**config.mk**
```make
export PLATFORM = sky130hd
export DESIGN_NAME = tiny_two_register_cpu
export DESIGN_NICKNAME = d
export VERILOG_FILES = /design/src/rtl/ttrc_pkg.sv /design/src/rtl/ttrc_dp.sv /design/src/rtl/ttrc_ctrl.sv /design/src/rtl/tiny_two_register_cpu.sv
export VERILOG_INCLUDE_DIRS = /design/src /design/src/rtl
export SDC_FILE = /design/constraint.sdc
export NUM_CORES = 2
export LEC_CHECK = 0
export ABC_AREA = 1
export BUFFER_PORTS_ARGS = -buffer_cell sky130_fd_sc_hd__buf_4
export CAP_MARGIN = 40
export CORE_MARGIN = 3
export CORE_UTILIZATION = 50
export DETAILED_ROUTE_END_ITERATION = 10
export PLACE_DENSITY = 0.68
export SYNTH_ARGS = -nofsm -noshare
export SYNTH_HDL_FRONTEND = slang
export SYNTH_SLANG_ARGS = --single-unit
```
**constraint.sdc**
```tcl
create_clock -name clk -period 14.7 [get_ports clk]
set_input_delay 0 -clock clk [delete_from_list [all_inputs] [get_ports clk]]
set_output_delay 0 -clock clk [all_outputs]
set_load 0.03 [all_outputs]
```
**src/rtl/assert_macros.svh**
```systemverilog
// Assertion macros shared by the RTL modules of the tiny two-register CPU.
`ifndef ASSERT_MACROS_SVH
`define ASSERT_MACROS_SVH

// Check that a condition holds at every clock edge out of reset.
`define ASSERT_ALWAYS(lbl, cond, msg) \
  lbl: assert property (@(posedge clk) disable iff (!rst_n) (cond)) else $error(msg);

// Check that a trigger implies a consequence in the same cycle.
`define ASSERT_SAME(lbl, trig, cons, msg) \
  lbl: assert property (@(posedge clk) disable iff (!rst_n) (trig) |-> (cons)) \
    else $error(msg);

// Check that a trigger implies a consequence in the next cycle.
`define ASSERT_NEXT(lbl, trig, cons, msg) \
  lbl: assert property (@(posedge clk) disable iff (!rst_n) (trig) |=> (cons)) \
    else $error(msg);

`endif

```
**src/rtl/ttrc_pkg.sv**
```systemverilog
// Package with types, constants and helpers of the tiny two-register CPU.
`default_nettype none

package ttrc_pkg;

  localparam int MEM_DEPTH = 256;              // power of two, 16 to 256
  localparam int MEM_AW    = $clog2(MEM_DEPTH);
  localparam int DATA_W    = 8;

  localparam logic [DATA_W-1:0] OP_ADDR     = 8'd0;
  localparam logic [DATA_W-1:0] TARGET_SLOT = 8'd1;
  localparam logic [DATA_W-1:0] RESTART_PC  = 8'd2;

  // Opcodes
  localparam logic [DATA_W-1:0] OP_HALT  = 8'd0;
  localparam logic [DATA_W-1:0] OP_ADD   = 8'd1;
  localparam logic [DATA_W-1:0] OP_LOAD0 = 8'd2;
  localparam logic [DATA_W-1:0] OP_LOAD1 = 8'd3;
  localparam logic [DATA_W-1:0] OP_BEEP  = 8'd4;
  localparam logic [DATA_W-1:0] OP_PRINT = 8'd5;
  localparam logic [DATA_W-1:0] OP_STORE = 8'd6;
  localparam logic [DATA_W-1:0] OP_JUMP  = 8'd7;
  localparam logic [DATA_W-1:0] OP_JEQ   = 8'd8;

  typedef enum logic [1:0] {
    ACT_WRITE   = 2'd0,
    ACT_READ    = 2'd1,
    ACT_EXEC    = 2'd2,
    ACT_RESTART = 2'd3
  } action_t;

  typedef enum logic [2:0] {
    S_IDLE,
    S_ACT,
    S_OPCOPY,
    S_OPER,
    S_IND,
    S_DONE
  } state_t;

  typedef enum logic [2:0] {
    CMD_NONE,
    CMD_MEM_WRITE,
    CMD_MEM_READ,
    CMD_RESTART,
    CMD_FETCH,
    CMD_OPCOPY,
    CMD_EXECUTE,
    CMD_PRINT
  } cmd_t;

  // Controller to datapath
  typedef struct packed {
    logic latch;        // capture the accepted transaction
    cmd_t cmd;
    logic result_load;  // move the item's outcome into the output register
  } dp_cmd_t;

  // Datapath to controller
  typedef struct packed {
    action_t action;
    logic    halted;
    logic    print_op;
  } dp_status_t;

  // One result item; read_data sits in the lowest bits
  typedef struct packed {
    logic [DATA_W-1:0] second_register;
    logic [DATA_W-1:0] accumulator;
    logic [DATA_W-1:0] program_counter;
    logic              halted;
    logic              beep;
    logic [DATA_W-1:0] print_value;
    logic              print_valid;
    logic [DATA_W-1:0] read_data;
  } result_t;

  localparam int RESULT_W = $bits(result_t);
  localparam int OUT_W    = ((RESULT_W + 7) / 8) * 8;

  function automatic logic [MEM_AW-1:0] mem_idx(input logic [DATA_W-1:0] a);
    mem_idx = a[MEM_AW-1:0];
  endfunction

endpackage

`default_nettype wire

```
**src/rtl/ttrc_dp.sv**
```systemverilog
// Datapath of the tiny two-register CPU: memory, registers and result register.
`default_nettype none

`include "assert_macros.svh"

module ttrc_dp (
  input  wire logic                        clk,
  input  wire logic                        rst_n,
  input  wire ttrc_pkg::dp_cmd_t           cmd,
  input  wire logic [1:0]                  in_action,
  input  wire logic [ttrc_pkg::DATA_W-1:0] in_address,
  input  wire logic [ttrc_pkg::DATA_W-1:0] in_data,
  output ttrc_pkg::dp_status_t             status,
  output ttrc_pkg::result_t                result
);

  localparam int W = ttrc_pkg::DATA_W;

  ttrc_pkg::action_t action_r;
  logic [W-1:0] addr_r, data_r;
  logic [W-1:0] pc_r, pc_nxt;
  logic [W-1:0] a_r, a_nxt;
  logic [W-1:0] b_r, b_nxt;
  logic         halt_r, halt_nxt;
  logic [W-1:0] op_r, op_nxt;
  logic         beep_r, beep_nxt;
  logic         pv_r, pv_nxt;
  logic [W-1:0] pval_r, pval_nxt;
  logic [W-1:0] rdata_r;
  ttrc_pkg::result_t res_r;

  logic [W-1:0] mem [ttrc_pkg::MEM_DEPTH];
  logic [ttrc_pkg::MEM_DEPTH-1:0] valid_r;

  logic         rd_en, we;
  logic [W-1:0] rd_addr, wr_addr, wr_data;
  logic         jump_taken;

  assign jump_taken = (op_r == ttrc_pkg::OP_JUMP) ||
                      ((op_r == ttrc_pkg::OP_JEQ) && (a_r == b_r));

  always_comb begin
    rd_en    = 1'b0;
    rd_addr  = pc_r;
    we       = 1'b0;
    wr_addr  = addr_r;
    wr_data  = data_r;
    pc_nxt   = pc_r;
    a_nxt    = a_r;
    b_nxt    = b_r;
    halt_nxt = halt_r;
    op_nxt   = op_r;
    beep_nxt = beep_r;
    pv_nxt   = pv_r;
    pval_nxt = pval_r;
    if (cmd.latch) begin
      beep_nxt = 1'b0;
      pv_nxt   = 1'b0;
      pval_nxt = '0;
    end
    unique case (cmd.cmd)
      ttrc_pkg::CMD_NONE: begin
      end
      ttrc_pkg::CMD_MEM_WRITE: begin
        we = 1'b1;
      end
      ttrc_pkg::CMD_MEM_READ: begin
        rd_en   = 1'b1;
        rd_addr = addr_r;
      end
      ttrc_pkg::CMD_RESTART: begin
        pc_nxt   = ttrc_pkg::RESTART_PC;
        halt_nxt = 1'b0;
      end
      ttrc_pkg::CMD_FETCH: begin
        rd_en = 1'b1;
      end
      ttrc_pkg::CMD_OPCOPY: begin
        // copy the opcode to its slot and read the operand at pc + 1
        we      = 1'b1;
        wr_addr = ttrc_pkg::OP_ADDR;
        wr_data = rdata_r;
        op_nxt  = rdata_r;
        pc_nxt  = pc_r + 8'd1;
        rd_en   = 1'b1;
        rd_addr = pc_r + 8'd1;
      end
      ttrc_pkg::CMD_EXECUTE: begin
        unique case (op_r)
          ttrc_pkg::OP_HALT:  halt_nxt = 1'b1;
          ttrc_pkg::OP_ADD:   a_nxt = a_r + b_r;
          ttrc_pkg::OP_LOAD0: begin
            a_nxt  = rdata_r;
            pc_nxt = pc_r + 8'd1;
          end
          ttrc_pkg::OP_LOAD1: begin
            b_nxt  = rdata_r;
            pc_nxt = pc_r + 8'd1;
          end
          ttrc_pkg::OP_BEEP:  beep_nxt = 1'b1;
          ttrc_pkg::OP_PRINT: begin
            b_nxt   = rdata_r;
            pc_nxt  = pc_r + 8'd1;
            rd_en   = 1'b1;
            rd_addr = rdata_r;
          end
          ttrc_pkg::OP_STORE: begin
            b_nxt   = rdata_r;
            pc_nxt  = pc_r + 8'd1;
            we      = 1'b1;
            wr_addr = rdata_r;
            wr_data = a_r;
          end
          ttrc_pkg::OP_JUMP, ttrc_pkg::OP_JEQ: begin
            if (jump_taken) begin
              we      = 1'b1;
              wr_addr = ttrc_pkg::TARGET_SLOT;
              wr_data = rdata_r;
              pc_nxt  = rdata_r;
            end else begin
              pc_nxt = pc_r + 8'd1;
            end
          end
          default: begin
          end
        endcase
      end
      ttrc_pkg::CMD_PRINT: begin
        a_nxt    = rdata_r;
        pv_nxt   = 1'b1;
        pval_nxt = rdata_r;
      end
      default: begin
      end
    endcase
  end

  always_ff @(posedge clk) begin
    if (!rst_n) begin
      pc_r   <= ttrc_pkg::RESTART_PC;
      a_r    <= '0;
      b_r    <= '0;
      halt_r <= 1'b0;
    end else begin
      pc_r   <= pc_nxt;
      a_r    <= a_nxt;
      b_r    <= b_nxt;
      halt_r <= halt_nxt;
    end
  end

  always_ff @(posedge clk) begin
    if (cmd.latch) begin
      action_r <= ttrc_pkg::action_t'(in_action);
      addr_r   <= in_address;
      data_r   <= in_data;
    end
    op_r   <= op_nxt;
    beep_r <= beep_nxt;
    pv_r   <= pv_nxt;
    pval_r <= pval_nxt;
    if (cmd.result_load) begin
      res_r.read_data       <= (action_r == ttrc_pkg::ACT_READ) ? rdata_r : '0;
      res_r.print_valid     <= pv_r;
      res_r.print_value     <= pval_r;
      res_r.beep            <= beep_r;
      res_r.halted          <= halt_r;
      res_r.program_counter <= pc_r;
      res_r.accumulator     <= a_r;
      res_r.second_register <= b_r;
    end
  end

  // Byte memory, write-first; an entry never written reads as zero
  always_ff @(posedge clk) begin
    if (!rst_n) begin
      valid_r <= '0;
    end else if (we) begin
      valid_r[ttrc_pkg::mem_idx(wr_addr)] <= 1'b1;
    end
  end

  always_ff @(posedge clk) begin
    if (we) begin
      mem[ttrc_pkg::mem_idx(wr_addr)] <= wr_data;
    end
    if (rd_en) begin
      if (we && (ttrc_pkg::mem_idx(wr_addr) == ttrc_pkg::mem_idx(rd_addr))) begin
        rdata_r <= wr_data;
      end else if (valid_r[ttrc_pkg::mem_idx(rd_addr)]) begin
        rdata_r <= mem[ttrc_pkg::mem_idx(rd_addr)];
      end else begin
        rdata_r <= '0;
      end
    end
  end

  assign status.action   = action_r;
  assign status.halted   = halt_r;
  assign status.print_op = (op_r == ttrc_pkg::OP_PRINT);
  assign result          = res_r;

  `ASSERT_NEXT(a_restart_pc, cmd.cmd == ttrc_pkg::CMD_RESTART,
    pc_r == ttrc_pkg::RESTART_PC && !halt_r, "restart did not reload pc and halt")
  `ASSERT_SAME(a_fetch_running, cmd.cmd == ttrc_pkg::CMD_FETCH, !halt_r,
    "fetch issued while halted")
  `ASSERT_NEXT(a_jump_target, cmd.cmd == ttrc_pkg::CMD_EXECUTE && jump_taken,
    pc_r == $past(rdata_r), "taken jump did not load its target")

endmodule

`default_nettype wire

```
**src/rtl/ttrc_ctrl.sv**
```systemverilog
// Controller state machine of the tiny two-register CPU.
`default_nettype none

`include "assert_macros.svh"

module ttrc_ctrl (
  input  wire logic                 clk,
  input  wire logic                 rst_n,
  input  wire logic                 in_tvalid,
  output logic                      in_tready,
  output logic                      out_tvalid,
  input  wire logic                 out_tready,
  input  wire ttrc_pkg::dp_status_t status,
  output ttrc_pkg::dp_cmd_t         cmd
);

  ttrc_pkg::state_t state_r, state_nxt;
  logic             out_valid_r, out_valid_nxt;

  always_ff @(posedge clk) begin
    if (!rst_n) begin
      state_r     <= ttrc_pkg::S_IDLE;
      out_valid_r <= 1'b0;
    end else begin
      state_r     <= state_nxt;
      out_valid_r <= out_valid_nxt;
    end
  end

  always_comb begin
    state_nxt       = state_r;
    cmd.latch       = 1'b0;
    cmd.cmd         = ttrc_pkg::CMD_NONE;
    cmd.result_load = 1'b0;
    in_tready       = 1'b0;
    unique case (state_r)
      ttrc_pkg::S_IDLE: begin
        in_tready = 1'b1;
        if (in_tvalid) begin
          cmd.latch = 1'b1;
          state_nxt = ttrc_pkg::S_ACT;
        end
      end
      ttrc_pkg::S_ACT: begin
        state_nxt = ttrc_pkg::S_DONE;
        unique case (status.action)
          ttrc_pkg::ACT_WRITE:   cmd.cmd = ttrc_pkg::CMD_MEM_WRITE;
          ttrc_pkg::ACT_READ:    cmd.cmd = ttrc_pkg::CMD_MEM_READ;
          ttrc_pkg::ACT_RESTART: cmd.cmd = ttrc_pkg::CMD_RESTART;
          ttrc_pkg::ACT_EXEC: begin
            if (!status.halted) begin
              cmd.cmd   = ttrc_pkg::CMD_FETCH;
              state_nxt = ttrc_pkg::S_OPCOPY;
            end
          end
          default: begin
          end
        endcase
      end
      ttrc_pkg::S_OPCOPY: begin
        cmd.cmd   = ttrc_pkg::CMD_OPCOPY;
        state_nxt = ttrc_pkg::S_OPER;
      end
      ttrc_pkg::S_OPER: begin
        cmd.cmd   = ttrc_pkg::CMD_EXECUTE;
        state_nxt = status.print_op ? ttrc_pkg::S_IND : ttrc_pkg::S_DONE;
      end
      ttrc_pkg::S_IND: begin
        cmd.cmd   = ttrc_pkg::CMD_PRINT;
        state_nxt = ttrc_pkg::S_DONE;
      end
      ttrc_pkg::S_DONE: begin
        // hold until the output register is free
        if (!out_valid_r || out_tready) begin
          cmd.result_load = 1'b1;
          state_nxt       = ttrc_pkg::S_IDLE;
        end
      end
      default: begin
        state_nxt = ttrc_pkg::S_IDLE;
      end
    endcase
  end

  always_comb begin
    if (cmd.result_load) begin
      out_valid_nxt = 1'b1;
    end else if (out_tready) begin
      out_valid_nxt = 1'b0;
    end else begin
      out_valid_nxt = out_valid_r;
    end
  end

  assign out_tvalid = out_valid_r;

  `ASSERT_NEXT(a_accept_dispatch, in_tvalid && in_tready, state_r == ttrc_pkg::S_ACT,
    "accepted transaction not dispatched")
  `ASSERT_NEXT(a_done_stall,
    state_r == ttrc_pkg::S_DONE && out_valid_r && !out_tready,
    state_r == ttrc_pkg::S_DONE && out_valid_r, "result overwritten while stalled")
  `ASSERT_SAME(a_valid_source, $rose(out_valid_r), $past(state_r) == ttrc_pkg::S_DONE,
    "result raised outside completion")

endmodule

`default_nettype wire

```
**src/rtl/tiny_two_register_cpu.sv**
```systemverilog
// Top level of the tiny two-register CPU: stream ports, controller and datapath.
`default_nettype none

// Tiny 8-bit CPU with two byte registers, a byte program counter, a halt flag
// and a 256-byte memory that reads as zero after reset. Each input transaction
// carries an action in in_tuser: write a memory byte, read a memory byte,
// restart (pc back to 2, halt cleared) or execute one instruction; every
// transaction returns exactly one result transaction with the read byte, the
// print and beep events and the register state after the item. The block
// works on one item at a time: write, read, restart and execute-while-halted
// pass the action and completion states, an instruction adds opcode copy and
// execute, and print adds the indirect read. The byte memory has one read
// port, one write port and a registered read, so fetch, opcode copy, operand
// read and the indirect read or store follow one another. A finished result
// waits in the output register while the next transaction is accepted; the
// block only stalls at completion if that register is still full.
module tiny_two_register_cpu (
  input  wire logic                      clk,
  input  wire logic                      rst_n,
  input  wire logic                      in_tvalid,
  output logic                           in_tready,
  input  wire logic [15:0]               in_tdata,   // address[7:0], data[15:8]
  input  wire logic [1:0]                in_tuser,   // action[1:0]
  output logic                           out_tvalid,
  input  wire logic                      out_tready,
  // read_data[7:0], print_valid[8], print_value[16:9], beep[17], halted[18],
  // program_counter[26:19], accumulator[34:27], second_register[42:35],
  // zeros above
  output logic [ttrc_pkg::OUT_W-1:0]     out_tdata
);

  ttrc_pkg::dp_cmd_t    cmd;
  ttrc_pkg::dp_status_t status;
  ttrc_pkg::result_t    result;

  ttrc_ctrl u_ctrl (
    .clk        (clk),
    .rst_n      (rst_n),
    .in_tvalid  (in_tvalid),
    .in_tready  (in_tready),
    .out_tvalid (out_tvalid),
    .out_tready (out_tready),
    .status     (status),
    .cmd        (cmd)
  );

  ttrc_dp u_dp (
    .clk        (clk),
    .rst_n      (rst_n),
    .cmd        (cmd),
    .in_action  (in_tuser),
    .in_address (in_tdata[7:0]),
    .in_data    (in_tdata[15:8]),
    .status     (status),
    .result     (result)
  );

  // pad the result up to whole bytes
  assign out_tdata = {{(ttrc_pkg::OUT_W - ttrc_pkg::RESULT_W){1'b0}}, result};

endmodule

`default_nettype wire
```
Word level (Yosys, flattened, before mapping)
Memories as Yosys holds them, arrays and structs flattened.
Index checks and enable logic that the tools add are counted.

word-level totals
  register bits = 372
  bits in latches = 0
  bits in writable memories = 2,048
  memory bits (read-only) = 0
  input bits = 22
  logic and storage cells = 133
  memories = 1

memories
  memory    words  width  read ports  clocked after Yosys merged registers in  write ports  line           text
  u_dp.mem  256    8      1           0                                        1            ttrc_dp.sv:32  logic [W-1:0] mem [ttrc_pkg::MEM_DEPTH];

operators by class
  add/sub/neg operators = 2
  $mul = 0
  div/mod/pow operators = 0
  order comparisons = 3
  equality and inequality tests = 30
  shift operators = 0
  muxes and demuxes = 49
  bitwise operators = 1
  reduce and logical (&&, ||, !) cells = 24

operators with widths
  cell                   number
  $or A256 B256 Y256     1
  $pmux W8 S2            7
  $mux W8                8
  $pmux W8 S3            2
  $eq A8 B3 Y1 const B   4
  $pmux W3 S4            2
  $eq A3 B3 Y1 const B   6
  $lt A8 B9 Y1 const B   2
  $mux W1                18
  $pmux W3 S6            1
  $eq A8 B2 Y1 const B   2
  $eq A8 B8 Y1           2
  $mux W3                5
  $eq A3 B2 Y1 const B   4
  $reduce_and A2 Y1      5
  $add A8 B1 Y8 const B  1
  $add A8 B8 Y8          1
  $bmux W1 S8            1
  $demux W1 S8           1
  $eq A8 B1 Y1 const B   1
  $eq A8 B4 Y1 const B   1
  $ge A8 B1 Y1 const B   1
  $logic_not A8 Y1       1
  $pmux W1 S2            4
  other kinds (17)       28

Depth between registers and ports, before layout
  depth after elaboration = 11
  gate-level depth with buffers = 28
  depth with buffers taken out = 25

Modules after synthesis
A second synthesis with hierarchy kept.

unflattened totals
  cell total of the unflattened synthesis = 9,825
  area total of the unflattened synthesis = 103,535.5 um^2

modules (own cells, without submodules)
  module                 times used  cells each  area each (um^2)
  ttrc_dp                1           9,762       103,141.4
  ttrc_ctrl              1           57          352.8
  tiny_two_register_cpu  1           6           41.3

Worst setup path after synthesis
No wires, ideal clock.

  path kind = reg-to-reg
  start point = register u_dp.action_r[1]
  end point = memory u_dp.mem[0][2] (netlist bit), data pin
  setup time = 2,200 ps
  data arrival time = 12,142 ps
  data required time = 12,500 ps
  setup slack = 357 ps
  stages on the path, launching flop included = 12
  path buffers = 3
  clock period less this slack = 14,343 ps
  path through = edfxtp_1 inv_1 ha_1 buf_2 inv_1 a21oi_1 nand3_2 nor2_4 clkbuf_1 clkbuf_1 a31oi_1 o21ai_0

on the way
  cells in the longest elaborated chain, start to end = 5
  elaborated cells between the ends (all ways) = 9

ends and longest elaborated chain
  item                                  line             text
  from (decl)                           ttrc_dp.sv:19    ttrc_pkg::action_t action_r;
  from (signal assigned)                ttrc_dp.sv:154   action_r <= ttrc_pkg::action_t'(in_action);
  $eq A2 B2 Y1 (tied with other cells)  ttrc_ctrl.sv:46  unique case (status.action)
  $pmux W3 S4 *                         ttrc_ctrl.sv:46
  $pmux W3 S4 *                         ttrc_ctrl.sv:36  unique case (state_r)
  $eq A3 B3 Y1                          ttrc_dp.sv:61    unique case (cmd.cmd)
  $pmux W8 S2 *                         ttrc_dp.sv:61
  net u_dp.wr_data[2]                   ttrc_dp.sv:36    logic [W-1:0] rd_addr, wr_addr, wr_data;
  to (decl)                             ttrc_dp.sv:32

The timed path passes the listed nets; every way through them passes the cells marked *.

Worst setup path in the final report
  start point = register u_dp.action_r[1]
  end point = register u_dp.rdata_r[2], data pin

on the way
  cells in the longest elaborated chain, start to end = 9
  elaborated cells between the ends (all ways) = 22

ends and longest elaborated chain
  item                                          line             text
  $eq A2 B2 Y1 (tied with other cells)          ttrc_ctrl.sv:46
  $pmux W3 S4 *                                 ttrc_ctrl.sv:46
  $pmux W3 S4 *                                 ttrc_ctrl.sv:36
  $eq A3 B3 Y1 or $eq A3 B2 Y1 (tied branches)  ttrc_dp.sv:61
  $pmux W8 S3                                   ttrc_dp.sv:61
  $bmux W1 S8                                   ttrc_dp.sv:190   end else if (valid_r[ttrc_pkg::mem_idx(rd_addr)]) begin
  $mux W1 (not written as such)                 ttrc_dp.sv:190
  $mux W8                                       ttrc_dp.sv:190
  $mux W8 *                                     ttrc_dp.sv:188   if (we && (ttrc_pkg::mem_idx(wr_addr) == ttrc_pkg::mem_idx(rd_addr))) begin
  to (signal assigned)                          ttrc_dp.sv:189   rdata_r <= wr_data;
  to (signal assigned)                          ttrc_dp.sv:191   rdata_r <= mem[ttrc_pkg::mem_idx(rd_addr)];
  to (decl)                                     ttrc_dp.sv:29    logic [W-1:0] rdata_r;

Every way passes the cells marked *; elsewhere a longest branch is shown, timed or not. The select of a mux whose other input is x is not followed.
A chain may end at the register's enable or synchronous reset.

==> impl_metrics.csv <==
group,metric,value,unit
run_status,status,"finished clean",
final_layout,fin_nets,9271,
global_route,grt_use_total,0.2614,
setup_path,cpMaxStageDelayCell,"buf_4",
logic_synthesis,synthCells,9283,
logic_synthesis,synth_edf_count,2133,
floorplan,pin_count,72,
sta,hold_viol,0,
setup_path,ff2ff_setup_slack,7.50,ns
clock_tree,cts_buffers,234,
logic_synthesis,yosys-top-cells-area,"edfxtp_1, nand3_1, nand2_1",
setup_path,startpoint_type,"flip-flop",
power,vdd_drop_max,0.2878,mV
sta,finalSetupViolations,0,
drt,ant_nets,0,
setup_path,timing.rr.end,"u_dp.rdata_r[2]$_DFFE_PP_",
global_route,antenna_found_initial,13,
sta,worst_slack,7.498,ns
power,power.leakage,40.07,nW
clock_tree,root_buffer,"clkbuf_16",
drt,vias,69870,
final_layout,layout_commonest_cell,"nand2_1",
place,port_buffers,66,
logic_synthesis,ys_types,49,
setup_path,slowest_delay,0.85,ns
clock_tree,clk_pin_slew,0.06,ns
setup_path,critPathMostFrequentCell,"nand3_1",
final_layout,fill_cells,16173,
drt,drt-initial-drc-count,9213,
sta,tightestPinTransition,1.155,ns
setup_path,r2r_cells,24,
setup_path,worst-path-max-fanout,110,
power,p_per_area,233.1,mW/mm^2
drt,drcViolationCount,0,
sta,drv_slew,0,
setup_path,cp_cell_sequence,"inv_1 -> ha_1 -> inv_1 -> a21oi_1 -> nand3_2 -> nor2_4 -> nand2_1 -> nand2_2 -> inv_2 -> nor2_1 -> nor2_4 -> clkinv_8 -> buf_4 -> buf_4 -> buf_4 -> nand3_1 -> nand3_1 -> nand3_1 -> nand3_1 -> nand3_1 -> nand3_1 -> nand2_1 -> nand3_1 -> nand2_1",
drt,post_drt_wl_per_cell,22.58,um
place,dp_hpwl,156.4,mm
final_layout,final_cell_mix,"nand2_1, nand3_1, edfxtp_1",
sta,relSlewSlack,0.2302,
logic_synthesis,ys_seq_elements,2420,
sta,min_period,7.202,ns
logic_synthesis,async_flop_share,0,
job,cap_viol_max_count,0,
drt,firstDrtPassIters,6,
logic_synthesis,synthAdderAreaFrac,0.001705,
place,pre_cts_slack,7.660,ns
logic_synthesis,synth_flop_cell,"edfxtp_1",
clock_tree,clock_path_buffers,3,
clock_tree,h-tree-depth,4,
setup_path,startpoint,"u_dp.action_r[1]$_DFFE_PP_",
setup_path,critPathArrivalTime,7.83,ns
sta,fmax,138.8,MHz
sta,tns,0,ns
floorplan,die_w,452.7,um
floorplan,start_util,0.5044,
setup_path,crit_end,"u_dp.rdata_r[2]$_DFFE_PP_",
final_layout,area_delta_synth_final,11.57,%
logic_synthesis,synth-xor-area-share,0.001317,
clock_tree,cts_tree,"done",
global_route,grt_start_max_net_pins,212,
clock_tree,cts-resized-gates,0,
logic_synthesis,yosysTopAreaCell,"edfxtp_1",
logic_synthesis,yosysWarnings,0,
drt,via_per_inst,5.778,
logic_synthesis,syn-cell-area,0.09978,mm^2
setup_path,critical_path_class,"flip-flop to flip-flop",
sta,period_share,0.4899,
setup_path,endpoint_kind,"flip-flop",
floorplan,coreArea,0.1978,mm^2
logic_synthesis,synth-compound-area-share,0.01524,
sta,rsz0062_at_grt,"false",
clock_tree,clk_latency,0.88,ns
clock_tree,clock_sinks,2420,
logic_synthesis,synth_top_family_by_area,"simple AND/OR/NAND/NOR gates",
logic_synthesis,syn_avg_cell_area,10.75,um^2
logic_synthesis,seq_area_frac_synth,0.6995,
logic_synthesis,yosysTopAreaCellShare,0.6419,
setup_path,worst-path-buf-inv,7,
setup_path,required,15.32,ns
logic_synthesis,synthSimpleGateAreaFrac,0.2357,
setup_path,critical_path.top_delay_family,"buffers and inverters",
logic_synthesis,synthMuxAreaShare,0,
global_route,gr-total-overflow,0,
final_layout,drive_gt1_frac,0.07209,
hold_path,hp-class,"input pin to flip-flop",
global_route,grt_pass1_vias,65903,
global_route,grt_pass1_wl,409.7,mm
floorplan,die_area,0.2050,mm^2
setup_path,r2r_start,"u_dp.action_r[1]$_DFFE_PP_",
sta,clock_skew,0.03144,ns
drt,routed_wl,273.0,mm
setup_path,cp_num_cells,24,
place,place_congestion,0.9051,
floorplan,num_rows,163,
floorplan,die_y,452.7,um
## Yosys cell counts, types with 6 or more instances
master	n
a21oi_1	31
a31oi_1	8
buf_1	56
buf_2	327
buf_4	15
clkbuf_1	181
dfxtp_1	287
edfxtp_1	2133
ha_1	12
inv_1	486
inv_2	32
nand2_1	2361
nand3_1	2206
nor2_1	894
nor2_2	6
o211ai_1	90
o21ai_0	64
o21ai_1	9
o221ai_1	6
o22ai_1	6
xor2_1	10
## worst min-delay path: cells and delay by family
kind	cells	cell delay (ns)
buf+inv	2	0.78
compound gates	2	0.14
## what timing repair did
item / 4_1_cts / 5_1_grt
hold buffers: 43 / 0
endpoints found under the hold margin: 105 / 0
setup endpoints to repair: 0 / 0
buffers inserted: 0 / 0
## logic make-up (layout without fill, tap and decap cells)
logic type / Yosys count / count (layout)
simple gates: 5496 / 5496
flops: 2420 / 2420
buf+inv: 1104 / 1264
compound gates: 234 / 234
xor+xnor: 15 / 15
fa+ha+maj: 13 / 13
other cells: 1 / 11
## routing by layer
metal,track usage,vias up,part of all wire
met5,0,-,0.00012
li1,-,31815,-
met3,0.04522,566,0.10
met2,0.4063,3733,0.46
met1,0.3611,33752,0.39
met4,0.1205,4,0.046
## cell type report
type                       instances  area [um^2]  share of cell area
clock buffer                     351         6729             0.06045
timing repair buffer             295         2940             0.02641
multi-input combinational       5763        25560              0.2296
antenna                            6        15.01           0.0001349
sequential                      2420        69800              0.6270
tap                             2640         3303             0.02967
clock inverter                    96        991.0            0.008902
inverter                         522         1984             0.01783
## worst min path at each step
stage | startpoint | end | slack, ns | cells after the start
6_report | rst_n | u_dp.b_r[7]$_SDFFE_PN0P_ | 0.12 | 4
5_1_grt | rst_n | u_dp.pc_r[0]$_SDFFE_PN0P_ | 0.1 | 4
4_1_cts | rst_n | u_dp.pc_r[0]$_SDFFE_PN0P_ | 0.03 | 4
3_5_place_dp | in_tdata[5] | u_dp.addr_r[5]$_DFFE_PP_ | 0.18 | 1
3_3_place_gp | in_tdata[11] | u_dp.data_r[3]$_DFFE_PP_ | 0.18 | 1
2_1_floorplan | in_tuser[0] | u_dp.action_r[0]$_DFFE_PP_ | 0.1 | 0
## report_power, final
part	leakage, nW	internal [mW]	total, mW	switching (mW)
Clock	3.80	3.43	6.00	2.57
Sequential	21.5	8.30	8.40	0.101
Combinational	14.8	2.91	11.6	8.65
Total	40.1	14.6	26.0	11.3
## metrics by stage
step | power [mW] | std cells | cell area, um^2 | util | hold WS, ns
floorplan | 16.37 | 9287 | 99790 | - | 0.09887
global placement | 19.67 | 11499 | 102000 | 0.5155 | 0.1811
detailed placement | 19.90 | 11586 | 103100 | 0.5210 | 0.1797
CTS | 25.88 | 12076 | 111200 | 0.5622 | 0.03445
global route | 27.21 | 12088 | 111300 | 0.5626 | 0.09785
finish | 25.95 | 12093 | 111300 | 0.5627 | 0.1166
## registers in the layout, indices dropped and copies added, names as in the netlist
register,flops
u_dp.halt_r,1
u_dp.result,43
u_dp.pval_r,8
u_dp.a_r,8
u_dp.rdata_r,8
u_dp.op_r,8
u_ctrl.state_r,3
u_dp.b_r,8
u_dp.action_r,2
u_dp.mem,2048
u_ctrl.out_tvalid,1
u_dp.beep_r,1
u_dp.addr_r,8
u_dp.pv_r,1
u_dp.pc_r,8
u_dp.valid_r,256
u_dp.data_r,8
No activity file was read; power rests on OpenSTA's default activity.
